<file path="config.mk">
export PLATFORM = sky130hd
export DESIGN_NAME = ordered_list_table_engine
export DESIGN_NICKNAME = d
export VERILOG_FILES = /design/src/hdl/olte_pkg.sv /design/src/hdl/ordered_list_table_engine.sv
export SDC_FILE = /design/constraint.sdc
export NUM_CORES = 2
export LEC_CHECK = 0
export BUFFER_PORTS_ARGS = -buffer_cell sky130_fd_sc_hd__buf_2
export CAP_MARGIN = 40
export CORE_MARGIN = 2
export CORE_UTILIZATION = 50
export DETAILED_ROUTE_END_ITERATION = 10
export PLACE_DENSITY = 0.73
export SLEW_MARGIN = 20
export SYNTH_ARGS = -nofsm -noshare
export SYNTH_HDL_FRONTEND = slang
export SYNTH_SLANG_ARGS = --single-unit
</file>
<file path="constraint.sdc">
create_clock -name clk -period 4 [get_ports clk]
set_input_delay 0.8 -clock clk [delete_from_list [all_inputs] [get_ports clk]]
set_output_delay 0.8 -clock clk [all_outputs]
set_load 0.005 [all_outputs]
</file>
<file path="src/hdl/olte_pkg.sv">
// ----------------------------------------------------------------------------
// olte_pkg
// Shared types and constants for the ordered list table engine.
// ----------------------------------------------------------------------------
package olte_pkg;

  localparam int CAPACITY = 64;
  localparam int IDX_W    = $clog2(CAPACITY);
  localparam int CNT_W    = $clog2(CAPACITY + 1);
  localparam int OP_W     = 3;
  localparam int POS_W    = 8;
  localparam int VAL_W    = 32;

  localparam logic [OP_W-1:0] OP_INSERT  = 3'd0;
  localparam logic [OP_W-1:0] OP_DEL_POS = 3'd1;
  localparam logic [OP_W-1:0] OP_DEL_VAL = 3'd2;
  localparam logic [OP_W-1:0] OP_READ    = 3'd3;
  localparam logic [OP_W-1:0] OP_FIND    = 3'd4;
  localparam logic [OP_W-1:0] OP_CLEAR   = 3'd5;

  typedef struct packed {
    logic [OP_W-1:0]         op;
    logic [POS_W-1:0]        position;
    logic signed [VAL_W-1:0] value;
  } req_t;

  typedef struct packed {
    logic                    status;
    logic signed [VAL_W-1:0] out_value;
    logic [POS_W-1:0]        out_position;
    logic [POS_W-1:0]        list_length;
    logic                    is_empty;
  } rsp_t;

endpackage

</file>
<file path="src/hdl/ordered_list_table_engine.sv">
// ----------------------------------------------------------------------------
// ordered_list_table_engine
// Fixed-capacity ordered list of signed words held in a single-port-write RAM.
// ----------------------------------------------------------------------------
// Usage:
//   req (valid/ready) carries one request: op, one-based position, value.
//   rsp (valid/ready) returns one result per request: status, value,
//   position, list length and empty flag.
//   One request is worked at a time; req_ready is high only in idle.
//   Walks run one entry a cycle through the RAM's registered read port and
//   the address/compare unit. Insert at p shifts the entries from p onward
//   up, then writes the value (an append writes at once); delete at p
//   shifts the entries after p down; find and delete by value scan from
//   the first entry until a match, and a delete then shifts as above;
//   clear and errors go straight to the response.
//   A finished result sits in the rsp register; the next request is taken
//   meanwhile, and its result waits until rsp is taken.
//   Reset empties the list at once; RAM contents are not cleared.
// ----------------------------------------------------------------------------
module ordered_list_table_engine (
  input  logic          clk,
  input  logic          rst,
  input  logic          req_valid,
  output logic          req_ready,
  input  olte_pkg::req_t req,
  output logic          rsp_valid,
  input  logic          rsp_ready,
  output olte_pkg::rsp_t rsp
);
  import olte_pkg::*;

  typedef enum logic [3:0] {
    S_IDLE, S_SHIFT_UP, S_DRAIN, S_INS_WRITE, S_LOOKUP, S_LOOKUP_CAP,
    S_SHIFT_DN, S_DEL_FIN, S_SEARCH, S_SEARCH_LAST, S_RESP
  } state_t;

  state_t                  state;
  logic [CNT_W-1:0]        count;
  logic [OP_W-1:0]         op_r;
  logic [POS_W-1:0]        pos_r;
  logic signed [VAL_W-1:0] val_r;
  logic [IDX_W-1:0]        idx;
  logic [IDX_W-1:0]        ptr;
  logic                    wr_pend;
  logic [IDX_W-1:0]        wr_addr;
  logic                    cmp_pend;
  logic [IDX_W-1:0]        cmp_idx;
  logic                    res_err;
  logic signed [VAL_W-1:0] res_val;
  logic [POS_W-1:0]        res_pos;

  logic signed [VAL_W-1:0] mem [CAPACITY];
  logic signed [VAL_W-1:0] rdata;
  logic                    mem_we;
  logic [IDX_W-1:0]        mem_waddr;
  logic signed [VAL_W-1:0] mem_wdata;
  logic [IDX_W-1:0]        mem_raddr;

  logic [POS_W-1:0]        count_w;
  logic [IDX_W-1:0]        cnt_m1;
  logic [IDX_W-1:0]        pos_idx;
  logic                    hit;

  assign req_ready = (state == S_IDLE);
  assign count_w   = POS_W'(count);
  assign cnt_m1    = IDX_W'(count - CNT_W'(1));
  assign pos_idx   = IDX_W'(req.position - POS_W'(1));
  assign hit       = cmp_pend && (rdata == val_r);

  always_comb begin
    mem_we    = wr_pend || (state == S_INS_WRITE);
    mem_waddr = (state == S_INS_WRITE) ? idx : wr_addr;
    mem_wdata = (state == S_INS_WRITE) ? val_r : rdata;
  end

  always_comb begin
    case (state)
      S_LOOKUP: mem_raddr = idx;
      default:  mem_raddr = ptr;
    endcase
  end

  always_ff @(posedge clk) begin
    if (mem_we) begin
      mem[mem_waddr] <= mem_wdata;
    end
    rdata <= mem[mem_raddr];
  end

  always_ff @(posedge clk) begin
    if (rst) begin
      state     <= S_IDLE;
      count     <= '0;
      wr_pend   <= 1'b0;
      cmp_pend  <= 1'b0;
      rsp_valid <= 1'b0;
    end else begin
      if (rsp_valid && rsp_ready && state != S_RESP) begin
        rsp_valid <= 1'b0;
      end
      case (state)
        S_IDLE: begin
          if (req_valid) begin
            op_r     <= req.op;
            pos_r    <= req.position;
            val_r    <= req.value;
            idx      <= pos_idx;
            wr_pend  <= 1'b0;
            cmp_pend <= 1'b0;
            res_val  <= '0;
            res_pos  <= '0;
            case (req.op)
              OP_INSERT: begin
                if (req.position == '0 || req.position > count_w + POS_W'(1) ||
                    count == CNT_W'(CAPACITY)) begin
                  res_err <= 1'b1;
                  state   <= S_RESP;
                end else if (req.position == count_w + POS_W'(1)) begin
                  res_err <= 1'b0;
                  state   <= S_INS_WRITE;
                end else begin
                  res_err <= 1'b0;
                  ptr     <= cnt_m1;
                  state   <= S_SHIFT_UP;
                end
              end
              OP_DEL_POS, OP_READ: begin
                if (req.position == '0 || req.position > count_w) begin
                  res_err <= 1'b1;
                  state   <= S_RESP;
                end else begin
                  res_err <= 1'b0;
                  state   <= S_LOOKUP;
                end
              end
              OP_DEL_VAL, OP_FIND: begin
                if (count == '0) begin
                  res_err <= 1'b1;
                  state   <= S_RESP;
                end else begin
                  res_err <= 1'b0;
                  ptr     <= '0;
                  state   <= S_SEARCH;
                end
              end
              OP_CLEAR: begin
                res_err <= 1'b0;
                count   <= '0;
                state   <= S_RESP;
              end
              default: begin
                res_err <= 1'b1;
                state   <= S_RESP;
              end
            endcase
          end
        end
        S_SHIFT_UP: begin
          wr_pend <= 1'b1;
          wr_addr <= ptr + IDX_W'(1);
          if (ptr == idx) begin
            state <= S_DRAIN;
          end else begin
            ptr <= ptr - IDX_W'(1);
          end
        end
        S_DRAIN: begin
          wr_pend <= 1'b0;
          state   <= (op_r == OP_INSERT) ? S_INS_WRITE : S_DEL_FIN;
        end
        S_INS_WRITE: begin
          count <= count + CNT_W'(1);
          state <= S_RESP;
        end
        S_LOOKUP: begin
          state <= S_LOOKUP_CAP;
        end
        S_LOOKUP_CAP: begin
          res_val <= rdata;
          res_pos <= pos_r;
          if (op_r == OP_READ) begin
            state <= S_RESP;
          end else if (idx == cnt_m1) begin
            state <= S_DEL_FIN;
          end else begin
            ptr   <= idx + IDX_W'(1);
            state <= S_SHIFT_DN;
          end
        end
        S_SHIFT_DN: begin
          wr_pend <= 1'b1;
          wr_addr <= ptr - IDX_W'(1);
          if (ptr == cnt_m1) begin
            state <= S_DRAIN;
          end else begin
            ptr <= ptr + IDX_W'(1);
          end
        end
        S_DEL_FIN: begin
          count <= count - CNT_W'(1);
          state <= S_RESP;
        end
        S_SEARCH, S_SEARCH_LAST: begin
          if (hit) begin
            cmp_pend <= 1'b0;
            res_pos  <= POS_W'(cmp_idx) + POS_W'(1);
            if (op_r == OP_FIND) begin
              state <= S_RESP;
            end else begin
              res_val <= val_r;
              idx     <= cmp_idx;
              if (cmp_idx == cnt_m1) begin
                state <= S_DEL_FIN;
              end else begin
                ptr   <= cmp_idx + IDX_W'(1);
                state <= S_SHIFT_DN;
              end
            end
          end else if (state == S_SEARCH_LAST) begin
            cmp_pend <= 1'b0;
            res_err  <= 1'b1;
            state    <= S_RESP;
          end else begin
            cmp_pend <= 1'b1;
            cmp_idx  <= ptr;
            if (ptr == cnt_m1) begin
              state <= S_SEARCH_LAST;
            end else begin
              ptr <= ptr + IDX_W'(1);
            end
          end
        end
        S_RESP: begin
          if (!rsp_valid || rsp_ready) begin
            rsp_valid        <= 1'b1;
            rsp.status       <= res_err;
            rsp.out_value    <= res_val;
            rsp.out_position <= res_pos;
            rsp.list_length  <= count_w;
            rsp.is_empty     <= (count == '0);
            state            <= S_IDLE;
          end
        end
        default: begin
          state <= S_IDLE;
        end
      endcase
    end
  end

endmodule
</file>
After elaboration in Yosys (flattened, before gate mapping)
Memory sizes are Yosys's and may differ from the RTL's. A register that Yosys moved wholly into a read port is not among the register bits.
Cells that the tools add are included.

word-level totals
  register bits = 171
  memory bits (writable) = 2048
  bits of input ports = 47
  word-level logic and storage cells = 186
  memories = 1

operators by class
  add/sub/neg operators = 9
  magnitude comparators = 2
  equal/unequal tests = 45
  muxes and demuxes = 68
  bitwise logic cells = 3
  reduce and logical (&&, ||, !) cells = 38

memories
  name  words  bits a word  rd ports  clocked after Yosys merged registers in  write ports  line                             text
  mem   64     32           1         1                                        1            ordered_list_table_engine.sv:52  logic signed [VAL_W-1:0] mem [CAPACITY];

operators by type and width
  kind                                                                    number
  32-bit two-way mux                                                      4
  6-bit two-way mux                                                       17
  32-bit case mux with 3 select lines                                     1
  4-bit two-way mux                                                       11
  4-bit case mux with 9 select lines                                      1
  6-bit case mux with 2 select lines                                      3
  32-bit equality test                                                    1
  6-bit case mux with 5 select lines                                      1
  6-bit equality test                                                     4
  8-bit case mux with 3 select lines                                      1
  2-bit inequality test (second input constant)                           11
  7-bit case mux with 3 select lines                                      1
  5-bit AND reduction                                                     4
  6-bit by 1-bit adder with 6-bit output (second input constant)          3
  3-bit inequality test (second input constant)                           6
  4-bit by 3-bit equality test with 1-bit output (second input constant)  4
  1-bit two-way mux                                                       16
  8-bit two-way mux                                                       2
  7-bit two-way mux                                                       2
  13-bit AND reduction                                                    1
  4-bit equality test (second input constant)                             3
  4-bit case mux with 3 select lines                                      1
  6-bit by 1-bit subtractor with 6-bit output (second input constant)     2
  2-bit OR reduction                                                      5
  35 further kinds                                                        60

Logic depth before layout (Yosys ltp)
  depth in word-level cells = 8
  mapped depth = 13
  mapped depth without buffers = 12

Worst setup path after synthesis
No wires, ideal clock.

  kind = input to register
  start = in rst
  end = reg rsp[0] (netlist bit), enable pin
  setup time = 0.456 ns
  arrival time = 3.208 ns
  data required time = 3.544 ns
  setup slack = 0.335 ns
  stages on the path = 4
  buffers on the path = 1
  path through = clkbuf_1 inv_1 nand2_1 nor2_1

on the way
  word-level cells in the longest chain between the ends = 2

RTL lines
  item                           line                             text
  start: declaration             ordered_list_table_engine.sv:22  input logic rst,
  1-bit inverter (no line)       --
  3-bit AND reduction (no line)  --
  end: declaration               ordered_list_table_engine.sv:28  output olte_pkg::rsp_t rsp

Every way passes these cells.
A chain may end at the register's enable or synchronous reset.

Worst setup path in the final report
  start = reg state[3]
  end = reg rdata[2] (read register of mem)

on the way
  word-level cells in the longest chain between the ends = 2

RTL lines
  item                                            line                              text
  start: declaration                              ordered_list_table_engine.sv:37   state_t state;
  start signal: assignment                        ordered_list_table_engine.sv:169  state <= (op_r == OP_INSERT) ? S_INS_WRITE : S_DEL_FIN;
  4-bit by 3-bit equality test with 1-bit output  ordered_list_table_engine.sv:77   case (state)
  6-bit two-way mux                               ordered_list_table_engine.sv:77
  end: declaration                                ordered_list_table_engine.sv:53   logic signed [VAL_W-1:0] rdata;

Every way passes these cells.

==> results.md <==
- The data required time at the worst endpoint is 4730 ps.
- The sequential area share after synthesis is 0.749.
- Setup repair after global routing left no endpoint under its margin.
- The commonest cells after synthesis are 2205 x sky130_fd_sc_hd__edfxtp_1, 1482 x sky130_fd_sc_hd__nand2_1, 606 x sky130_fd_sc_hd__nand3_1.
- sky130_fd_sc_hd__edfxtp_1 is the most common cell in the netlist.
- In this run the remaining antenna-violating nets after routing total 0.
- The area overhead of the layout relative to synthesis is 14.7%.
- STA puts the critical path data arrival time at 4600 ps.
- The netlist uses 87 different library cells.
- In the final routed layout, each cell accounts on average for 31.3 um.
- The core area is 178000 sq um.
- For this block, the routed nets add up to 282 mm of wire.
- The total standard cell area after synthesis is 89600 sq um.
- The number of nets produced by synthesis is 6232.
- The net count of the finished layout is 6539.
- The DRC violation count after routing is 0.
- The clock latency on the worst-skew pair is 880 ps.
- The number of pins with negative max-slew slack in the final report is 0.
- The initial antenna violation count is 9.
- The hold violation total from the final report is 0.
- Across every metal layer, demand over resource in global routing totals 0.307.
- The average footprint of a synthesized cell is 14.5 sq um.
- The post-route clock period utilization is 0.969.
- The capturing element type of the critical path is a register.
- The cell count after synthesis is 6162.
- The initial utilization of the core area, before any placement, comes to 0.503.
- The pin count of the biggest net entering global routing is 94.
- The number of levels in the clock H-tree is 4.
- TritonCTS built the clock tree.
- The filler cells instantiated in the layout total 13035.
- The floorplan step set the die height to 427 um.
- Subtracting the final worst setup slack from the clock period gives 3880 ps.
- The quantity of hold-fixing buffers added after cts is 0.
- The min-delay analysis places its worst path in the category primary input to register.
- The critical path is of the register to register type.
- For the pin with the worst max-slew slack, the measured transition is 941 ps.
- The ratio of cells with drive above 1 in the final layout is 0.154.
- 99 I/O pins were placed.
- The count of port buffers added during placement is 97.
- The buffer cell driving the clock tree root is sky130_fd_sc_hd__clkbuf_16.
- The area share of the largest cell type after synthesis is 0.739.
- The highest clock rate is 0.258 GHz.
- The reported leakage power is 34.4 nW.
- The aggregate global routing overflow is 0.
- Across the run, the number of max-cap violations was 0.
- For this run, the number of Yosys warnings is 0.
- The worst clock skew on the final layout is 55.5 ps.
- The power per cell area is 707 nW/um^2.
- Clock-pin slew was measured on the worst setup and hold paths at 60 ps.
- The total die area is 183000 sq um.
- The number of standard cells in the layout, taps in and fillers out is 9008.
- For this block, the initial DRC count from the detailed router was 10162.
- Across the VDD grid, the largest voltage drop is 0.486 mV.
- The flow ran to the end, and the final reports show no timing, DRC or antenna violations.
- The count of TritonRoute iterations in the first routing pass is 7.
- The most area-hungry cell type in the Yosys netlist is sky130_fd_sc_hd__edfxtp_1.
- The via count of the first global-routing pass is 54947.
- The HPWL after detailed placement is 169 mm.
- Dividing the detail-routed via count by the number of cells gives 6.50.
- The predominant post-synthesis flop cell is sky130_fd_sc_hd__edfxtp_1.
- The number of synthesized register bits is 2251.
- The number of enable flip-flop cells after synthesis is 2205.
- The tightest hold path in the finished design has a slack of 117 ps.
- The first global-routing pass estimated 398 mm of wire.
- STA classifies the critical path startpoint as a register.
- Detailed routing inserted a total of 58593 vias.
- The proportion of synthesized flip-flops having asynchronous set or reset is 0.
- After floorplanning, the core was divided into 155 placement rows.
- The final setup violation count is 0.
- Sorting the synthesized cells by area gives the leading types as sky130_fd_sc_hd__edfxtp_1 74%, sky130_fd_sc_hd__nand2_1 6.2%, sky130_fd_sc_hd__nand3_1 3.4%, sky130_fd_sc_hd__mux4_2 2.8%, sky130_fd_sc_hd__mux2i_1 1.5%.
- The total clock buffers created by CTS is 210.
- The normalized max-slew margin is 0.366.
- The die is 427 um wide.
- Counting tap cells, the placed design contains a total of 8607 instances.
- No sink is reached through more buffers than the 3 on the longest clock path.
- The largest fanout on the critical path is 45.
- The last weighted congestion value of the routability-driven placer is 0.935.
- The number of clock sinks seen by CTS is 2251.
==> registers in the layout, indices dropped and copies added, names as in the netlist, 4 cells and up <==
register  flops
val_r        32
ptr           6
rsp          49
res_val      32
idx           6
rdata        32
state         4
count         7
res_pos       8
cmp_idx       6
wr_addr       6
pos_r         8
mem        2048
==> through the flow <==
step / setup slack (ps) / instance area (sq um) / util / power (mW) / setup TNS, ps
6_report: 124 / 103000 / 0.576 / 72.6 / 0
5_1_grt: 46.6 / 103000 / 0.576 / 74.3 / 0
4_1_cts: 69.7 / 103000 / 0.576 / 71.7 / 0
3_5_place_dp: -115 / 95800 / 0.538 / 52.2 / -165
3_3_place_gp: -164 / 95700 / 0.537 / 51.7 / -239
2_1_floorplan: 335 / 89600 / - / 42.8 / 0
==> logic make-up after synthesis <==
group	after synthesis	synth area share
and+or+nand+nor	2514	0.123
DFF	2251	0.749
AOI/OAI and AO/OA	635	0.0489
buffers and inverters	388	0.0214
muxes	259	0.0450
xor gates and xnor gates	91	0.00936
adders and majority gates	23	0.00321
other	1	0.0000419
==> worst max-delay path, cell delays in order (launching register included) <==
cell and delay (ps):
sky130_fd_sc_hd__dfxtp_1 340, sky130_fd_sc_hd__nor4b_4 410, sky130_fd_sc_hd__buf_4 380, sky130_fd_sc_hd__mux2i_4 310
sky130_fd_sc_hd__buf_12 160, sky130_fd_sc_hd__buf_12 170, sky130_fd_sc_hd__buf_12 290, sky130_fd_sc_hd__buf_4 350
sky130_fd_sc_hd__mux2i_1 120, sky130_fd_sc_hd__a22oi_1 510, sky130_fd_sc_hd__nand3_1 110, sky130_fd_sc_hd__or4_1 530
==> layer usage <==
layer,share of wire,track usage,vias to the layer above
li1,-,-,23933
met1,0.34,0.404,28753
met3,0.16,0.0928,906
met5,0.00014,0,-
met4,0.066,0.167,6
met2,0.44,0.457,4995
==> power by group <==
part           total, mW  internal (mW)  switching, mW
Sequential          31.1           30.3          0.893
Clock               19.8           11.1           8.73
Combinational       21.6           6.05           15.6
Total               72.6           47.4           25.2
==> cell type report <==
class | count | area [sq um] | share of cell area
multi-input combinational | 3523 | 21200 | 0.207
tap | 2355 | 2950 | 0.0287
clock inverter | 113 | 1060 | 0.0103
inverter | 22 | 82.6 | 0.000804
timing repair buffer | 461 | 4480 | 0.0436
sequential | 2251 | 67100 | 0.653
clock buffer | 280 | 5790 | 0.0564
antenna | 3 | 7.51 | 0.0000731
==> layout by cell type (no fill, tap or decap), types with 18 or more instances in the layout <==
cell	n
sky130_fd_sc_hd__a22oi_1	31
sky130_fd_sc_hd__nor2_4	74
sky130_fd_sc_hd__xnor2_1	61
sky130_fd_sc_hd__nand2_2	33
sky130_fd_sc_hd__clkinv_2	40
sky130_fd_sc_hd__clkbuf_1	45
sky130_fd_sc_hd__nand2b_1	34
sky130_fd_sc_hd__inv_1	21
sky130_fd_sc_hd__buf_12	99
sky130_fd_sc_hd__a31oi_1	94
sky130_fd_sc_hd__nand4_1	116
sky130_fd_sc_hd__o2111ai_1	18
sky130_fd_sc_hd__mux2i_1	134
sky130_fd_sc_hd__clkinv_1	38
sky130_fd_sc_hd__or4_1	20
sky130_fd_sc_hd__nand3_1	605
sky130_fd_sc_hd__o21ai_0	53
sky130_fd_sc_hd__a32oi_1	47
sky130_fd_sc_hd__xor2_1	27
sky130_fd_sc_hd__nor3_1	19
sky130_fd_sc_hd__nor2_1	81
sky130_fd_sc_hd__mux4_2	110
sky130_fd_sc_hd__dfxtp_1	46
sky130_fd_sc_hd__clkbuf_8	23
sky130_fd_sc_hd__nand2_1	1449
sky130_fd_sc_hd__ha_1	23
sky130_fd_sc_hd__a22o_1	39
sky130_fd_sc_hd__a21oi_1	169
sky130_fd_sc_hd__buf_2	100
sky130_fd_sc_hd__buf_4	258
sky130_fd_sc_hd__clkbuf_16	212
sky130_fd_sc_hd__edfxtp_1	2205
sky130_fd_sc_hd__a221oi_1	64
==> final timing paths <==
kind	startpoint	endpoint	slack (ps)	depth (start not counted)
max	state[3]$_SDFFE_PP0P_	rdata[2]$_DFF_P_	120	11
min	req[1]	val_r[1]$_DFFE_PP_	120	1
max reg2reg	state[3]$_SDFFE_PP0P_	rdata[2]$_DFF_P_	120	11
min reg2reg	res_val[15]$_DFFE_PP_	rsp[32]$_DFFE_PP_	420	0
==> repair_timing <==
action	CTS	global route
resized for setup	0	1
setup buffers	2	0
endpoints found under the setup margin	2	1
Note: power is estimated with default switching activity, not from simulation.
